<file path="src/hdl/scl_pkg.sv">
// ----------------------------------------------------------------------------
// scl_pkg
// Shared types, character codes and response texts of the serial command
// line responder.
// ----------------------------------------------------------------------------
package scl_pkg;

   localparam int LINE_DEPTH_DEFAULT  = 32;
   localparam int QUEUE_DEPTH_DEFAULT = 4;

   localparam logic [7:0] CH_CR  = 8'd13;
   localparam logic [7:0] CH_LF  = 8'd10;
   localparam logic [7:0] CH_BS  = 8'd8;
   localparam logic [7:0] CH_DEL = 8'd127;
   localparam logic [7:0] CH_E   = 8'h45;
   localparam logic [7:0] CH_V   = 8'h56;
   localparam logic [7:0] CH_S   = 8'h53;
   localparam logic [7:0] CH_R   = 8'h52;
   localparam logic [7:0] CH_NUL = 8'd0;

   typedef enum logic [2:0] {
      OP_ECHO,
      OP_STORE,
      OP_ERASE,
      OP_LINE_E,
      OP_VERSION,
      OP_STATUS,
      OP_RESET,
      OP_ERROR
   } op_type;

   typedef struct packed {
      op_type     op;
      logic [7:0] data;
   } cmd_type;

   typedef struct packed {
      logic full;
      logic empty;
   } q_status_type;

   typedef enum logic [2:0] {
      TXT_ERASE,
      TXT_ECHO,
      TXT_CRLF,
      TXT_VERSION,
      TXT_STATUS,
      TXT_RESET,
      TXT_ERROR
   } text_type;

   localparam int TXT_POS_W = 5;

   localparam int LEN_ERASE   = 3;
   localparam int LEN_ECHO    = 6;
   localparam int LEN_CRLF    = 2;
   localparam int LEN_VERSION = 14;
   localparam int LEN_STATUS  = 15;
   localparam int LEN_RESET   = 11;
   localparam int LEN_ERROR   = 24;

   localparam logic [8*LEN_ERASE-1:0]   STR_ERASE   = "\010 \010";
   localparam logic [8*LEN_ECHO-1:0]    STR_ECHO    = "ECHO: ";
   localparam logic [8*LEN_CRLF-1:0]    STR_CRLF    = "\015\012";
   localparam logic [8*LEN_VERSION-1:0] STR_VERSION = "VERSION: 1.0\015\012";
   localparam logic [8*LEN_STATUS-1:0]  STR_STATUS  = "STATUS: Ready\015\012";
   localparam logic [8*LEN_RESET-1:0]   STR_RESET   = "RESET: OK\015\012";
   localparam logic [8*LEN_ERROR-1:0]   STR_ERROR   = "ERROR: Unknown command\015\012";

   function automatic logic [TXT_POS_W-1:0] text_len(text_type t);
      logic [TXT_POS_W-1:0] n;
      case (t)
         TXT_ERASE:   n = TXT_POS_W'(LEN_ERASE);
         TXT_ECHO:    n = TXT_POS_W'(LEN_ECHO);
         TXT_CRLF:    n = TXT_POS_W'(LEN_CRLF);
         TXT_VERSION: n = TXT_POS_W'(LEN_VERSION);
         TXT_STATUS:  n = TXT_POS_W'(LEN_STATUS);
         TXT_RESET:   n = TXT_POS_W'(LEN_RESET);
         default:     n = TXT_POS_W'(LEN_ERROR);
      endcase
      return n;
   endfunction

   // first character sits in the top byte of each string
   function automatic logic [7:0] text_byte(text_type t, logic [TXT_POS_W-1:0] pos);
      int k;
      logic [7:0] b;
      k = int'(pos);
      case (t)
         TXT_ERASE:   b = STR_ERASE[8*(LEN_ERASE-1-k) +: 8];
         TXT_ECHO:    b = STR_ECHO[8*(LEN_ECHO-1-k) +: 8];
         TXT_CRLF:    b = STR_CRLF[8*(LEN_CRLF-1-k) +: 8];
         TXT_VERSION: b = STR_VERSION[8*(LEN_VERSION-1-k) +: 8];
         TXT_STATUS:  b = STR_STATUS[8*(LEN_STATUS-1-k) +: 8];
         TXT_RESET:   b = STR_RESET[8*(LEN_RESET-1-k) +: 8];
         default:     b = STR_ERROR[8*(LEN_ERROR-1-k) +: 8];
      endcase
      return b;
   endfunction

endpackage

</file>
<file path="src/hdl/scl_front.sv">
// ----------------------------------------------------------------------------
// scl_front
// Accepts received bytes, tracks the line length and first character and
// turns each request into a command for the back end.
// ----------------------------------------------------------------------------
module scl_front #(
   parameter int LINE_DEPTH = scl_pkg::LINE_DEPTH_DEFAULT,
   parameter int IDX_W      = $clog2(LINE_DEPTH)
) (
   input  logic                 clock,
   input  logic                 reset,
   input  logic                 req_valid,
   output logic                 req_stall,
   input  logic [7:0]           req_rx_byte,
   input  scl_pkg::q_status_type q_status,
   output logic                 push,
   output scl_pkg::cmd_type     push_cmd,
   output logic [IDX_W-1:0]     push_index
);

   localparam logic [IDX_W-1:0] LEN_MAX = IDX_W'(LINE_DEPTH - 1);

   logic [IDX_W-1:0] len_ff, len_in;
   logic [7:0]       first_ff, first_in;
   logic             accept;

   assign req_stall = q_status.full;
   assign accept    = req_valid && !q_status.full;
   assign push      = accept;

   always_comb begin
      len_in            = len_ff;
      first_in          = first_ff;
      push_cmd.op       = scl_pkg::OP_ECHO;
      push_cmd.data     = req_rx_byte;
      push_index        = len_ff;
      if (req_rx_byte inside {scl_pkg::CH_CR, scl_pkg::CH_LF}) begin
         len_in = '0;
         if (len_ff != '0) begin
            case (first_ff)
               scl_pkg::CH_E: push_cmd.op = scl_pkg::OP_LINE_E;
               scl_pkg::CH_V: push_cmd.op = scl_pkg::OP_VERSION;
               scl_pkg::CH_S: push_cmd.op = scl_pkg::OP_STATUS;
               scl_pkg::CH_R: push_cmd.op = scl_pkg::OP_RESET;
               default:       push_cmd.op = scl_pkg::OP_ERROR;
            endcase
         end
      end else if (req_rx_byte inside {scl_pkg::CH_BS, scl_pkg::CH_DEL}) begin
         if (len_ff != '0) begin
            push_cmd.op = scl_pkg::OP_ERASE;
            len_in      = len_ff - 1'b1;
         end
      end else if (len_ff < LEN_MAX) begin
         push_cmd.op = scl_pkg::OP_STORE;
         len_in      = len_ff + 1'b1;
         if (len_ff == '0) begin
            first_in = req_rx_byte;
         end
      end
   end

   always_ff @(posedge clock) begin
      if (reset) begin
         len_ff <= '0;
      end else if (accept) begin
         len_ff <= len_in;
      end
      if (accept) begin
         first_ff <= first_in;
      end
   end

endmodule

</file>
<file path="src/hdl/scl_queue.sv">
// ----------------------------------------------------------------------------
// scl_queue
// Small command queue between front and back end.
// ----------------------------------------------------------------------------
module scl_queue #(
   parameter int WIDTH = 8,
   parameter int DEPTH = scl_pkg::QUEUE_DEPTH_DEFAULT
) (
   input  logic                  clock,
   input  logic                  reset,
   input  logic                  push,
   input  logic [WIDTH-1:0]      push_data,
   input  logic                  pop,
   output logic [WIDTH-1:0]      pop_data,
   output scl_pkg::q_status_type q_status
);

   localparam int PTR_W = $clog2(DEPTH);
   localparam int CNT_W = $clog2(DEPTH + 1);
   localparam logic [PTR_W-1:0] PTR_LAST = PTR_W'(DEPTH - 1);
   localparam logic [CNT_W-1:0] CNT_FULL = CNT_W'(DEPTH);

   logic [WIDTH-1:0] slot_ff [DEPTH];
   logic [PTR_W-1:0] wr_ptr_ff, rd_ptr_ff;
   logic [CNT_W-1:0] count_ff;

   assign q_status.full  = (count_ff == CNT_FULL);
   assign q_status.empty = (count_ff == '0);
   assign pop_data       = slot_ff[rd_ptr_ff];

   always_ff @(posedge clock) begin
      if (reset) begin
         wr_ptr_ff <= '0;
         rd_ptr_ff <= '0;
         count_ff  <= '0;
      end else begin
         if (push) begin
            wr_ptr_ff <= (wr_ptr_ff == PTR_LAST) ? '0 : wr_ptr_ff + 1'b1;
         end
         if (pop) begin
            rd_ptr_ff <= (rd_ptr_ff == PTR_LAST) ? '0 : rd_ptr_ff + 1'b1;
         end
         if (push && !pop) begin
            count_ff <= count_ff + 1'b1;
         end else if (pop && !push) begin
            count_ff <= count_ff - 1'b1;
         end
      end
      if (push) begin
         slot_ff[wr_ptr_ff] <= push_data;
      end
   end

endmodule

</file>
<file path="src/hdl/scl_back.sv">
// ----------------------------------------------------------------------------
// scl_back
// Executes queued commands: echo, line store writes and response texts,
// one character per cycle into the output register unless rsp_stall holds it.
// ----------------------------------------------------------------------------
module scl_back #(
   parameter int LINE_DEPTH = scl_pkg::LINE_DEPTH_DEFAULT,
   parameter int IDX_W      = $clog2(LINE_DEPTH)
) (
   input  logic                  clock,
   input  logic                  reset,
   input  scl_pkg::q_status_type q_status,
   output logic                  pop,
   input  scl_pkg::cmd_type      pop_cmd,
   input  logic [IDX_W-1:0]      pop_index,
   output logic                  rsp_valid,
   input  logic                  rsp_stall,
   output logic [7:0]            rsp_tx_byte,
   output logic                  rsp_last_of_run
);

   typedef enum logic [1:0] {
      ST_IDLE,
      ST_TEXT,
      ST_CONTENT
   } state_type;

   localparam int TPW = scl_pkg::TXT_POS_W;

   state_type                state_ff, state_in;
   scl_pkg::text_type        text_ff, text_in;
   logic [TPW-1:0]           pos_ff, pos_in;
   logic                     then_ff, then_in;
   logic [IDX_W-1:0]         len_ff, len_in;
   logic [IDX_W-1:0]         idx_ff, idx_in;
   logic                     rsp_valid_ff;
   logic [7:0]               rsp_byte_ff;
   logic                     rsp_last_ff;

   logic [7:0]               line_mem [LINE_DEPTH];
   logic [7:0]               rd_ff;

   logic                     can_load;
   logic                     emit;
   logic [7:0]               emit_byte;
   logic                     emit_last;
   logic                     wr_en;

   assign can_load        = !rsp_valid_ff || !rsp_stall;
   assign rsp_valid       = rsp_valid_ff;
   assign rsp_tx_byte     = rsp_byte_ff;
   assign rsp_last_of_run = rsp_last_ff;

   always_comb begin
      state_in  = state_ff;
      text_in   = text_ff;
      pos_in    = pos_ff;
      then_in   = then_ff;
      len_in    = len_ff;
      idx_in    = idx_ff;
      pop       = 1'b0;
      emit      = 1'b0;
      emit_byte = 8'd0;
      emit_last = 1'b0;
      wr_en     = 1'b0;
      case (state_ff)
         ST_IDLE: begin
            if (can_load && !q_status.empty) begin
               pop       = 1'b1;
               emit      = 1'b1;
               emit_byte = pop_cmd.data;
               pos_in    = '0;
               then_in   = 1'b0;
               state_in  = ST_TEXT;
               case (pop_cmd.op)
                  scl_pkg::OP_ECHO: begin
                     emit_last = 1'b1;
                     state_in  = ST_IDLE;
                  end
                  scl_pkg::OP_STORE: begin
                     emit_last = 1'b1;
                     wr_en     = 1'b1;
                     state_in  = ST_IDLE;
                  end
                  scl_pkg::OP_ERASE:   text_in = scl_pkg::TXT_ERASE;
                  scl_pkg::OP_LINE_E: begin
                     text_in = scl_pkg::TXT_ECHO;
                     then_in = 1'b1;
                     len_in  = pop_index;
                  end
                  scl_pkg::OP_VERSION: text_in = scl_pkg::TXT_VERSION;
                  scl_pkg::OP_STATUS:  text_in = scl_pkg::TXT_STATUS;
                  scl_pkg::OP_RESET:   text_in = scl_pkg::TXT_RESET;
                  default:             text_in = scl_pkg::TXT_ERROR;
               endcase
            end
         end
         ST_TEXT: begin
            if (can_load) begin
               emit      = 1'b1;
               emit_byte = scl_pkg::text_byte(text_ff, pos_ff);
               if (pos_ff == TPW'(scl_pkg::text_len(text_ff) - 1'b1)) begin
                  emit_last = !then_ff;
                  if (then_ff) begin
                     state_in = ST_CONTENT;
                     idx_in   = IDX_W'(1);
                  end else begin
                     state_in = ST_IDLE;
                  end
               end else begin
                  pos_in = pos_ff + 1'b1;
               end
            end
         end
         ST_CONTENT: begin
            if (can_load) begin
               emit = 1'b1;
               if (idx_ff >= len_ff || rd_ff == scl_pkg::CH_NUL) begin
                  // end of line text: carriage return now, line feed next
                  emit_byte = scl_pkg::CH_CR;
                  state_in  = ST_TEXT;
                  text_in   = scl_pkg::TXT_CRLF;
                  pos_in    = TPW'(1);
                  then_in   = 1'b0;
               end else begin
                  emit_byte = rd_ff;
                  idx_in    = idx_ff + 1'b1;
               end
            end
         end
         default: begin
            state_in = ST_IDLE;
         end
      endcase
   end

   always_ff @(posedge clock) begin
      if (reset) begin
         state_ff     <= ST_IDLE;
         rsp_valid_ff <= 1'b0;
      end else begin
         state_ff <= state_in;
         if (can_load) begin
            rsp_valid_ff <= emit;
         end
      end
      text_ff <= text_in;
      pos_ff  <= pos_in;
      then_ff <= then_in;
      len_ff  <= len_in;
      idx_ff  <= idx_in;
      if (can_load) begin
         rsp_byte_ff <= emit_byte;
         rsp_last_ff <= emit_last;
      end
   end

   // line store, read data follows the next index
   always_ff @(posedge clock) begin
      if (wr_en) begin
         line_mem[pop_index] <= pop_cmd.data;
      end
      rd_ff <= line_mem[idx_in];
   end

endmodule

</file>
<file path="src/hdl/serial_command_line_responder.sv">
// ----------------------------------------------------------------------------
// serial_command_line_responder
// Line editor and command responder for a serial console.
// ----------------------------------------------------------------------------
// Each request carries one received byte on req_rx_byte. The block answers
// with a run of responses on rsp_tx_byte: the echo first, then an erase
// sequence or a command answer; rsp_last_of_run marks the final byte of a run.
// A front end classifies the byte and tracks the line, a four-entry command
// queue follows; a back end sequencer emits one byte per cycle unless stalled.
// The front end handles a request combinationally; its run has from 1 up to
// 39 bytes at the default line depth (ECHO answers: 9 plus the stored text).
// The back end sequencer, one byte a cycle through the output register, sets
// the sustained rate.
// Reset empties the line and the queue; no clearing pass is needed, since the
// line store is only read where it was written.
// When rsp_stall is high the output register holds its byte; the back end
// waits, the queue fills, and req_stall rises once four commands are waiting.
// ----------------------------------------------------------------------------
module serial_command_line_responder #(
   parameter int LINE_DEPTH  = scl_pkg::LINE_DEPTH_DEFAULT,
   parameter int QUEUE_DEPTH = scl_pkg::QUEUE_DEPTH_DEFAULT
) (
   input  logic       clock,
   input  logic       reset,
   input  logic       req_valid,
   output logic       req_stall,
   input  logic [7:0] req_rx_byte,
   output logic       rsp_valid,
   input  logic       rsp_stall,
   output logic [7:0] rsp_tx_byte,
   output logic       rsp_last_of_run
);

   localparam int IDX_W = $clog2(LINE_DEPTH);
   localparam int Q_W   = $bits(scl_pkg::cmd_type) + IDX_W;

   scl_pkg::q_status_type q_status;
   scl_pkg::cmd_type      push_cmd, pop_cmd;
   logic [IDX_W-1:0]      push_index, pop_index;
   logic                  push, pop;
   logic [Q_W-1:0]        pop_data;

   scl_front #(
      .LINE_DEPTH (LINE_DEPTH),
      .IDX_W      (IDX_W)
   ) u_front (
      .clock       (clock),
      .reset       (reset),
      .req_valid   (req_valid),
      .req_stall   (req_stall),
      .req_rx_byte (req_rx_byte),
      .q_status    (q_status),
      .push        (push),
      .push_cmd    (push_cmd),
      .push_index  (push_index)
   );

   scl_queue #(
      .WIDTH (Q_W),
      .DEPTH (QUEUE_DEPTH)
   ) u_queue (
      .clock     (clock),
      .reset     (reset),
      .push      (push),
      .push_data ({push_cmd, push_index}),
      .pop       (pop),
      .pop_data  (pop_data),
      .q_status  (q_status)
   );

   assign pop_cmd   = pop_data[Q_W-1:IDX_W];
   assign pop_index = pop_data[IDX_W-1:0];

   scl_back #(
      .LINE_DEPTH (LINE_DEPTH),
      .IDX_W      (IDX_W)
   ) u_back (
      .clock           (clock),
      .reset           (reset),
      .q_status        (q_status),
      .pop             (pop),
      .pop_cmd         (pop_cmd),
      .pop_index       (pop_index),
      .rsp_valid       (rsp_valid),
      .rsp_stall       (rsp_stall),
      .rsp_tx_byte     (rsp_tx_byte),
      .rsp_last_of_run (rsp_last_of_run)
   );

endmodule

</file>
<file path="config.mk">
export PLATFORM = sky130hd
export DESIGN_NAME = serial_command_line_responder
export DESIGN_NICKNAME = d
export VERILOG_FILES = /design/src/hdl/scl_pkg.sv /design/src/hdl/scl_front.sv /design/src/hdl/scl_queue.sv /design/src/hdl/scl_back.sv /design/src/hdl/serial_command_line_responder.sv
export SDC_FILE = /design/constraint.sdc
export NUM_CORES = 1
export LEC_CHECK = 0
export BUFFER_PORTS_ARGS = -buffer_cell sky130_fd_sc_hd__buf_2
export CELL_PAD_IN_SITES_DETAIL_PLACEMENT = 0
export CELL_PAD_IN_SITES_GLOBAL_PLACEMENT = 1
export CORE_MARGIN = 5
export CORE_UTILIZATION = 43
export DETAILED_ROUTE_END_ITERATION = 16
export PLACE_DENSITY = 0.76
export SETUP_SLACK_MARGIN = 0.5
export SYNTH_ARGS = -nofsm -noshare
export SYNTH_HDL_FRONTEND = slang
export SYNTH_HIERARCHICAL = 1
export SYNTH_SLANG_ARGS = --single-unit
</file>
<file path="constraint.sdc">
create_clock -name clock -period 7.2 [get_ports clock]
set_input_delay 1.8 -clock clock [delete_from_list [all_inputs] [get_ports clock]]
set_output_delay 1.8 -clock clock [all_outputs]
set_load 0.02 [all_outputs]
</file>
==> metrics.yaml, run 1 <==
synthesis:
  synth_ff_type: "edfxtp_1"
  synth_top_area_cell: "edfxtp_1"
  yosys_warnings: 6
  synth.most_common_cell: "edfxtp_1"
  ys_types: 92
  synth_seq_cells: 381
  synth_edf_count: 351
  synth_nets: 1348
  yosys-top-cells-area: "edfxtp_1 (60%), mux2i_1 (5.3%), nand2_1 (3.6%)"
  avgSynthCellArea_um2: 13.4
  synth_top_area_share_pct: 60.4
  syn-instance-count: 1305
  async_reset_ff_share_pct: 0
  ys_top_cells_by_count: "edfxtp_1 (351), nand2_1 (165), mux2i_1 (92), nor2_1 (82), nand3_1 (57)"
  synth_area_um2: 17400
  ys_seq_area_share_pct: 63.9
floorplanning:
  initial_core_util_pct: 43.7
  die_x_um: 211
  die_area_um2: 44700
  io_pins: 23
  fp.coreArea_um2: 39900
  die_h_um: 211
  core.rowCount: 73
pwr:
  power_density_nw_per_um2: 394
  p_leak_uw: 0.00656
  max-vdd-ir-drop_uv: 264
drt:
  drt_iter0_markers: 1025
  routed_wl_um: 41300
  vias: 10800
  drtAntennaViolNets: 0
  routedWlPerCell_um: 22.2
  drc: 0
  drtPass1Iterations: 5
  routed_via_density: 5.84
timing:
  tns_ns: 0
  slew_violations: 0
  finClkSkew_ns: 0.0119
  rsz0062_at_grt: "no"
  worstMarginPinSlew_ns: 0.974
  setup_viol: 0
  post-route-min-period_ns: 5.11
  maxSlewHeadroom_pct: 34.8
  finalHoldViolCount: 0
  hold_slack_ns: 0.511
  period_share_pct: 70.9
  fmax_ghz: 0.196
setup_path:
  cp_max_fo: 56
  path_cells: "buf_2 > and2_4 > inv_1 > o211ai_2 > mux2_1 > and3_4 > inv_4 > nor2_1 > a22oi_1 > a41oi_1 > a22oi_1"
  cp-start-kind: "input pin"
  path_class: "in -> reg"
  crit_path_frequent_cell: "a22oi_1"
  crit_slowest_cell: "and3_4"
  cp.arrival_ns: 5.49
  required_ns: 7.59
  critPathCaptureType: "flop"
  cp_slowest_stage_delay_ns: 0.73
clock_network:
  clk_path_buf_depth: 3
  ctsHtreeMaxLevel: 2
  clock-root-buffer: "clkbuf_16"
  cts_tree: "done"
  cts_resized: 0
  clock_sinks: 381
  clk_latency_ns: 0.53
  cts_made_buffers: 40
  cts_hold_buffers: 0
  post-cts-setup-buffers: 0
  clkTransAtPathRegs_ns: 0.06
placement:
  dp_hpwl_um: 26600
  globalplace.congestion: 0.875
  io_buffers: 22
run:
  timing.max_cap.violations: 0
layout:
  fill_cells: 3402
  drive_above_1_share_pct: 10.7
  synthToLayoutAreaGrowth_pct: 9.49
  diodes: 0
  fin_nets: 1344
outcome:
  outcome: "completed"
global_route:
  grt_antenna_before_repair: 0
  grt_use_total_pct: 18.3
  overflow: 0
  grt_max_degree: 57
  grt_pass1_wl_um: 64100
  grt_pass1_vias: 10600
worst_hold_path:
  hp-class: "reg -> reg"
## state kept, by name, summed over array words and instances (netlist names), 3 cells and up, named ones only
name                cells
u_back/len_ff           5
u_queue/count_ff        3
u_back/line_mem       256
u_front/push_index      5
u_back/rsp_tx_byte      8
u_back/rd_ff            8
u_back/pos_ff           5
u_back/idx_ff           5
u_front/first_ff        8
u_queue/slot_ff        64
u_back/text_ff          3
## placed cells by master (no fill, tap or decap), types with 6 or more instances in the layout
cell type,count
edfxtp_1,351
nand2_1,165
mux2i_1,92
nor2_1,82
nand3_1,57
o21ai_0,44
clkbuf_16,41
a21oi_1,41
dfxtp_1,30
ha_1,29
inv_1,25
a22oi_1,24
buf_2,22
a32oi_1,18
nor3_1,17
a31oi_1,16
xnor2_1,15
and2_1,15
a221oi_1,14
buf_4,13
clkinv_1,12
mux4_2,10
a211oi_1,9
xor2_1,9
nand2b_1,8
o211ai_1,7
nand4_1,7
clkbuf_1,6
nor2b_1,6
a41oi_1,6
mux4_1,6
## per-layer routing
layer  wire, µm  global-route usage, %
met1      17800                   26.2
met2      18900                   28.2
met3       3230                   3.78
met4       1340                   6.15
met5          0                      0
## cell families (layout without fill, tap and decap cells)
logic type	count (synthesis)	count (layout)	share of synthesized area, %
and+or+nand+nor	397	397	10.8
DFF	381	381	63.9
AOI/OAI and AO/OA	247	247	10.4
muxes	113	113	7.82
buffers and inverters	112	139	3.63
adders and majority gates	31	31	2.31
xor gates and xnor gates	24	24	1.21
## worst max-delay path, delay by kind of cell
kind	cells	cell delay, ns
AO/OA/AOI/OAI	4	0.83
multiplexers	1	0.26
AND/OR/NAND/NOR	3	1.61
buffers and inverters	3	0.94
## final cells by class
cell class | instances | area (µm²) | area share (%)
Timing Repair Buffer | 35 | 208 | 1.09
Sequential cell | 381 | 11100 | 58.3
Clock buffer | 49 | 1080 | 5.63
Clock inverter | 24 | 221 | 1.16
Inverter | 31 | 121 | 0.635
Tap cell | 525 | 657 | 3.44
Multi-Input combinational cell | 812 | 5680 | 29.7
## worst paths after layout
check                                   startpoint                               end  slack [ns]  cells after the start
setup / recovery                         rsp_stall           u_back/rd_ff[2]$_DFF_P_        2.09                     11
hold / removal    u_queue/count_ff[2]$_SDFFE_PP0P_  u_queue/count_ff[2]$_SDFFE_PP0P_        0.51                      2
setup reg to reg        u_back/pos_ff[2]$_DFFE_PP_           u_back/rd_ff[2]$_DFF_P_        2.70                     10
hold reg to reg   u_queue/count_ff[2]$_SDFFE_PP0P_  u_queue/count_ff[2]$_SDFFE_PP0P_        0.51                      2
## power breakdown
part           internal, µW  total (µW)  switching [µW]
clock network          1210        2020             814
registers              2830        2990             162
logic                   799        2520            1720
total                  4830        7530            2700
## metrics by stage
stage	worst slack (ns)	instances	area [µm²]	power (µW)	utilization, %
after detailed placement	1.56	1784	17800	5540	44.6
after floorplan	3.29	1305	17400	4840	-
after global placement	1.71	1784	17800	5520	44.6
after CTS	2.11	1857	19100	7570	47.9
after global routing	1.86	1857	19100	7930	47.9
final	2.09	1857	19100	7530	47.9
Note: power is estimated with default switching activity, not from simulation.
==> run 2: changes to the inputs <==
--- a/config.mk
+++ b/config.mk
@@ -11,7 +11,7 @@
 export CORE_MARGIN = 5
 export CORE_UTILIZATION = 43
 export DETAILED_ROUTE_END_ITERATION = 16
-export PLACE_DENSITY = 0.76
+export PLACE_DENSITY = 0.78
 export SETUP_SLACK_MARGIN = 0.5
 export SYNTH_ARGS = -nofsm -noshare
 export SYNTH_HDL_FRONTEND = slang
==> constraint.sdc (replaced) <==
create_clock -name clock -period 4.6 [get_ports clock]
set_input_delay 1.15 -clock clock [delete_from_list [all_inputs] [get_ports clock]]
set_output_delay 1.15 -clock clock [all_outputs]
set_load 0.02 [all_outputs]
==> run 2 against run 1 <==
Against the previous run: sequential power rose by 56%; wire length rose by 0.88%; total power rose by 60%; non-clock buffer count rose by 19; via count rose by 1.1%; combinational power rose by 61%; cell area rose by 1.3%; cell count rose by 1.0%; die area did not move; critical path depth rose by 1; global-route usage fell by 0.14 points.
==> metrics.yaml, run 2 (synthesis gave the netlist of run 1 again) <==
outcome:
  outcome: "completed"
layout:
  reg.largest.list: "u_back/line_mem: 256 flops, u_queue/slot_ff: 64 flops"
  largest-register: "u_back/line_mem"
  synthToLayoutAreaGrowth_pct: 10.9
  diodes: 0  # unchanged
  fin_nets: 1363  # +1.4%
  largest_reg_flops: 256  # unchanged
  drive_above_1_share_pct: 12.1  # +1.4 points
  layout_common_cells: "edfxtp_1 (351), nand2_1 (165), mux2i_1 (92), nor2_1 (82), nand3_1 (57)"
  mostFrequentLayoutCell: "edfxtp_1"
  multiInputGateArea_um2: 5680  # unchanged
  seqCellArea_um2: 11100  # unchanged
  fill_cells: 3363  # -1.1%
setup_path:
  cp_max_fo: 17  # -70%
  cp-start-kind: "flop"
  r2r-start: "u_back/idx_ff[0]$_DFF_P_"
  cp.arrival_ns: 4.24  # -1.25 ns
  path_class: "reg -> reg"
  r2r_cells: 12  # +2
  critPathCaptureType: "flop"
  rr_endpoint: "u_back/rd_ff[2]$_DFF_P_"
  setup.worst_path.end: "u_back/rd_ff[2]$_DFF_P_"
  r2r_slack_ns: 0.75  # -1.95 ns
  required_ns: 4.99  # -2.60 ns
  crit_path_start: "u_back/idx_ff[0]$_DFF_P_"
floorplanning:
  die_area_um2: 44700  # unchanged
  core.rowCount: 73  # unchanged
  initial_core_util_pct: 43.7  # unchanged
  io_pins: 23  # unchanged
  die_x_um: 211  # unchanged
  fp.coreArea_um2: 39900  # unchanged
  die_h_um: 211  # unchanged
clock_network:
  cts_resized: 0  # unchanged
  clk_path_buf_depth: 3  # unchanged
  ctsHtreeMaxLevel: 2  # unchanged
  clock_sinks: 381  # unchanged
  clk_latency_ns: 0.53  # about the same
  clkTransAtPathRegs_ns: 0.06  # about the same
  cts_hold_buffers: 0  # unchanged
  clock-root-buffer: "clkbuf_16"
  cts_made_buffers: 40  # unchanged
  cts_tree: "done"
  post-cts-setup-buffers: 0  # unchanged
pwr:
  power_uw: 12000  # +60%
  power_density_nw_per_um2: 622  # +58%
  max-vdd-ir-drop_uv: 316  # +20%
  p_leak_uw: 0.00669  # +2.0%
placement:
  io_buffers: 22  # unchanged
  dp_hpwl_um: 27100  # +1.9%
  globalplace.congestion: 0.875  # about the same
drt:
  vias: 11000  # +1.1%
  drtAntennaViolNets: 0  # unchanged
  routed_via_density: 5.84  # about the same
  routedWlPerCell_um: 22.2  # -0.14%
  drc: 0  # unchanged
  drt_iter0_markers: 1108  # +8.1%
  drtPass1Iterations: 5  # unchanged
  routed_wl_um: 41600  # +0.88%
timing:
  rsz0062_at_grt: "no"
  tns_ns: 0  # unchanged
  slew_violations: 0  # unchanged
  period_share_pct: 83.7
  setup_viol: 0  # unchanged
  maxSlewHeadroom_pct: 35.4  # +0.55 points
  worstMarginPinSlew_ns: 0.966  # -0.00824 ns
  post-route-min-period_ns: 3.85
  finalHoldViolCount: 0  # unchanged
  finClkSkew_ns: 0.0186  # +0.00668 ns
  fmax_ghz: 0.260
run:
  timing.max_cap.violations: 0  # unchanged
global_route:
  grt_use_total_pct: 18.2  # -0.14 points
  overflow: 0  # unchanged
  grt_pass1_vias: 10600  # +0.45%
  grt_pass1_wl_um: 63900  # -0.41%
  grt_antenna_before_repair: 0  # unchanged
  grt_max_degree: 50  # -12%
worst_hold_path:
  hp-class: "reg -> reg"
run 2: changes by cell type in the layout (fill, tap and decap cells not counted), moves of 2 or more:
cell | previous run | this run
buf_4 | 13 | 29
clkinv_1 | 12 | 6
clkbuf_1 | 6 | 10
buf_12 | 0 | 3
bufinv_16 | 4 | 7
clkinv_2 | 4 | 1
clkinv_4 | 0 | 3
clkbuf_8 | 2 | 0
run 2: layout make-up:
| type | instances | area share [%] |
|---|---|---|
| Inverter | 31 | 0.627 |
| Multi-Input combinational cell | 812 | 29.3 |
| Timing Repair Buffer | 54 | 2.01 |
| Clock buffer | 50 | 5.37 |
| Tap cell | 525 | 3.40 |
| Sequential cell | 381 | 57.6 |
| Clock inverter | 23 | 1.68 |
run 2: worst min path at each step:
| stage | startpoint | end | slack, ns | depth (start not counted) |
|---|---|---|---|---|
| after global routing | u_queue/count_ff[2]$_SDFFE_PP0P_ | u_queue/count_ff[2]$_SDFFE_PP0P_ | 0.55 | 2 |
| after CTS | u_queue/count_ff[2]$_SDFFE_PP0P_ | u_queue/count_ff[2]$_SDFFE_PP0P_ | 0.51 | 2 |
| after global placement | u_queue/count_ff[2]$_SDFFE_PP0P_ | u_queue/count_ff[2]$_SDFFE_PP0P_ | 0.49 | 2 |
| after floorplan | u_queue/count_ff[2]$_SDFFE_PP0P_ | u_queue/count_ff[2]$_SDFFE_PP0P_ | 0.46 | 2 |
| final | u_queue/count_ff[2]$_SDFFE_PP0P_ | u_queue/count_ff[2]$_SDFFE_PP0P_ | 0.51 | 2 |
| after detailed placement | u_queue/count_ff[2]$_SDFFE_PP0P_ | u_queue/count_ff[2]$_SDFFE_PP0P_ | 0.50 | 2 |
run 2: per-stage QoR:
stage               area, µm²  hold WS, ns  setup WS (ns)  instances  util (%)
finish                  19300        0.509          0.748       1876      48.5
global route            19300        0.552          0.615       1876      48.5
CTS                     19300        0.506          0.828       1876      48.5
detailed placement      18000        0.497          0.645       1803      45.1
global placement        18000        0.485          0.686       1803      45.1
floorplan               17400        0.460           1.34       1305         -
run 2: worst max-delay path: stages (launching register included):
cell and delay, ns:
dfxtp_1 0.42, inv_1 0.10, ha_1 0.28, nand2b_4 0.15, a2111oi_4 0.45, o211ai_2 0.21, mux2i_1 0.19, a32o_2 0.33
buf_4 0.33, and2_1 0.57, nand3_1 0.25, a41oi_1 0.33, a22oi_1 0.10
run 2: power by group:
group	switching, µW	internal (µW)	total [µW]
combinational	2730	1330	4050
clock	1300	2010	3310
sequential	237	4430	4660
run 2: per-layer routing:
metal	wire (µm)	GRT usage (%)	up-vias
li1	-	-	5007
met1	18700	26.8	5464
met2	19000	28.2	410
met3	2840	2.95	71
met4	1070	5.13	0
met5	0	0	-
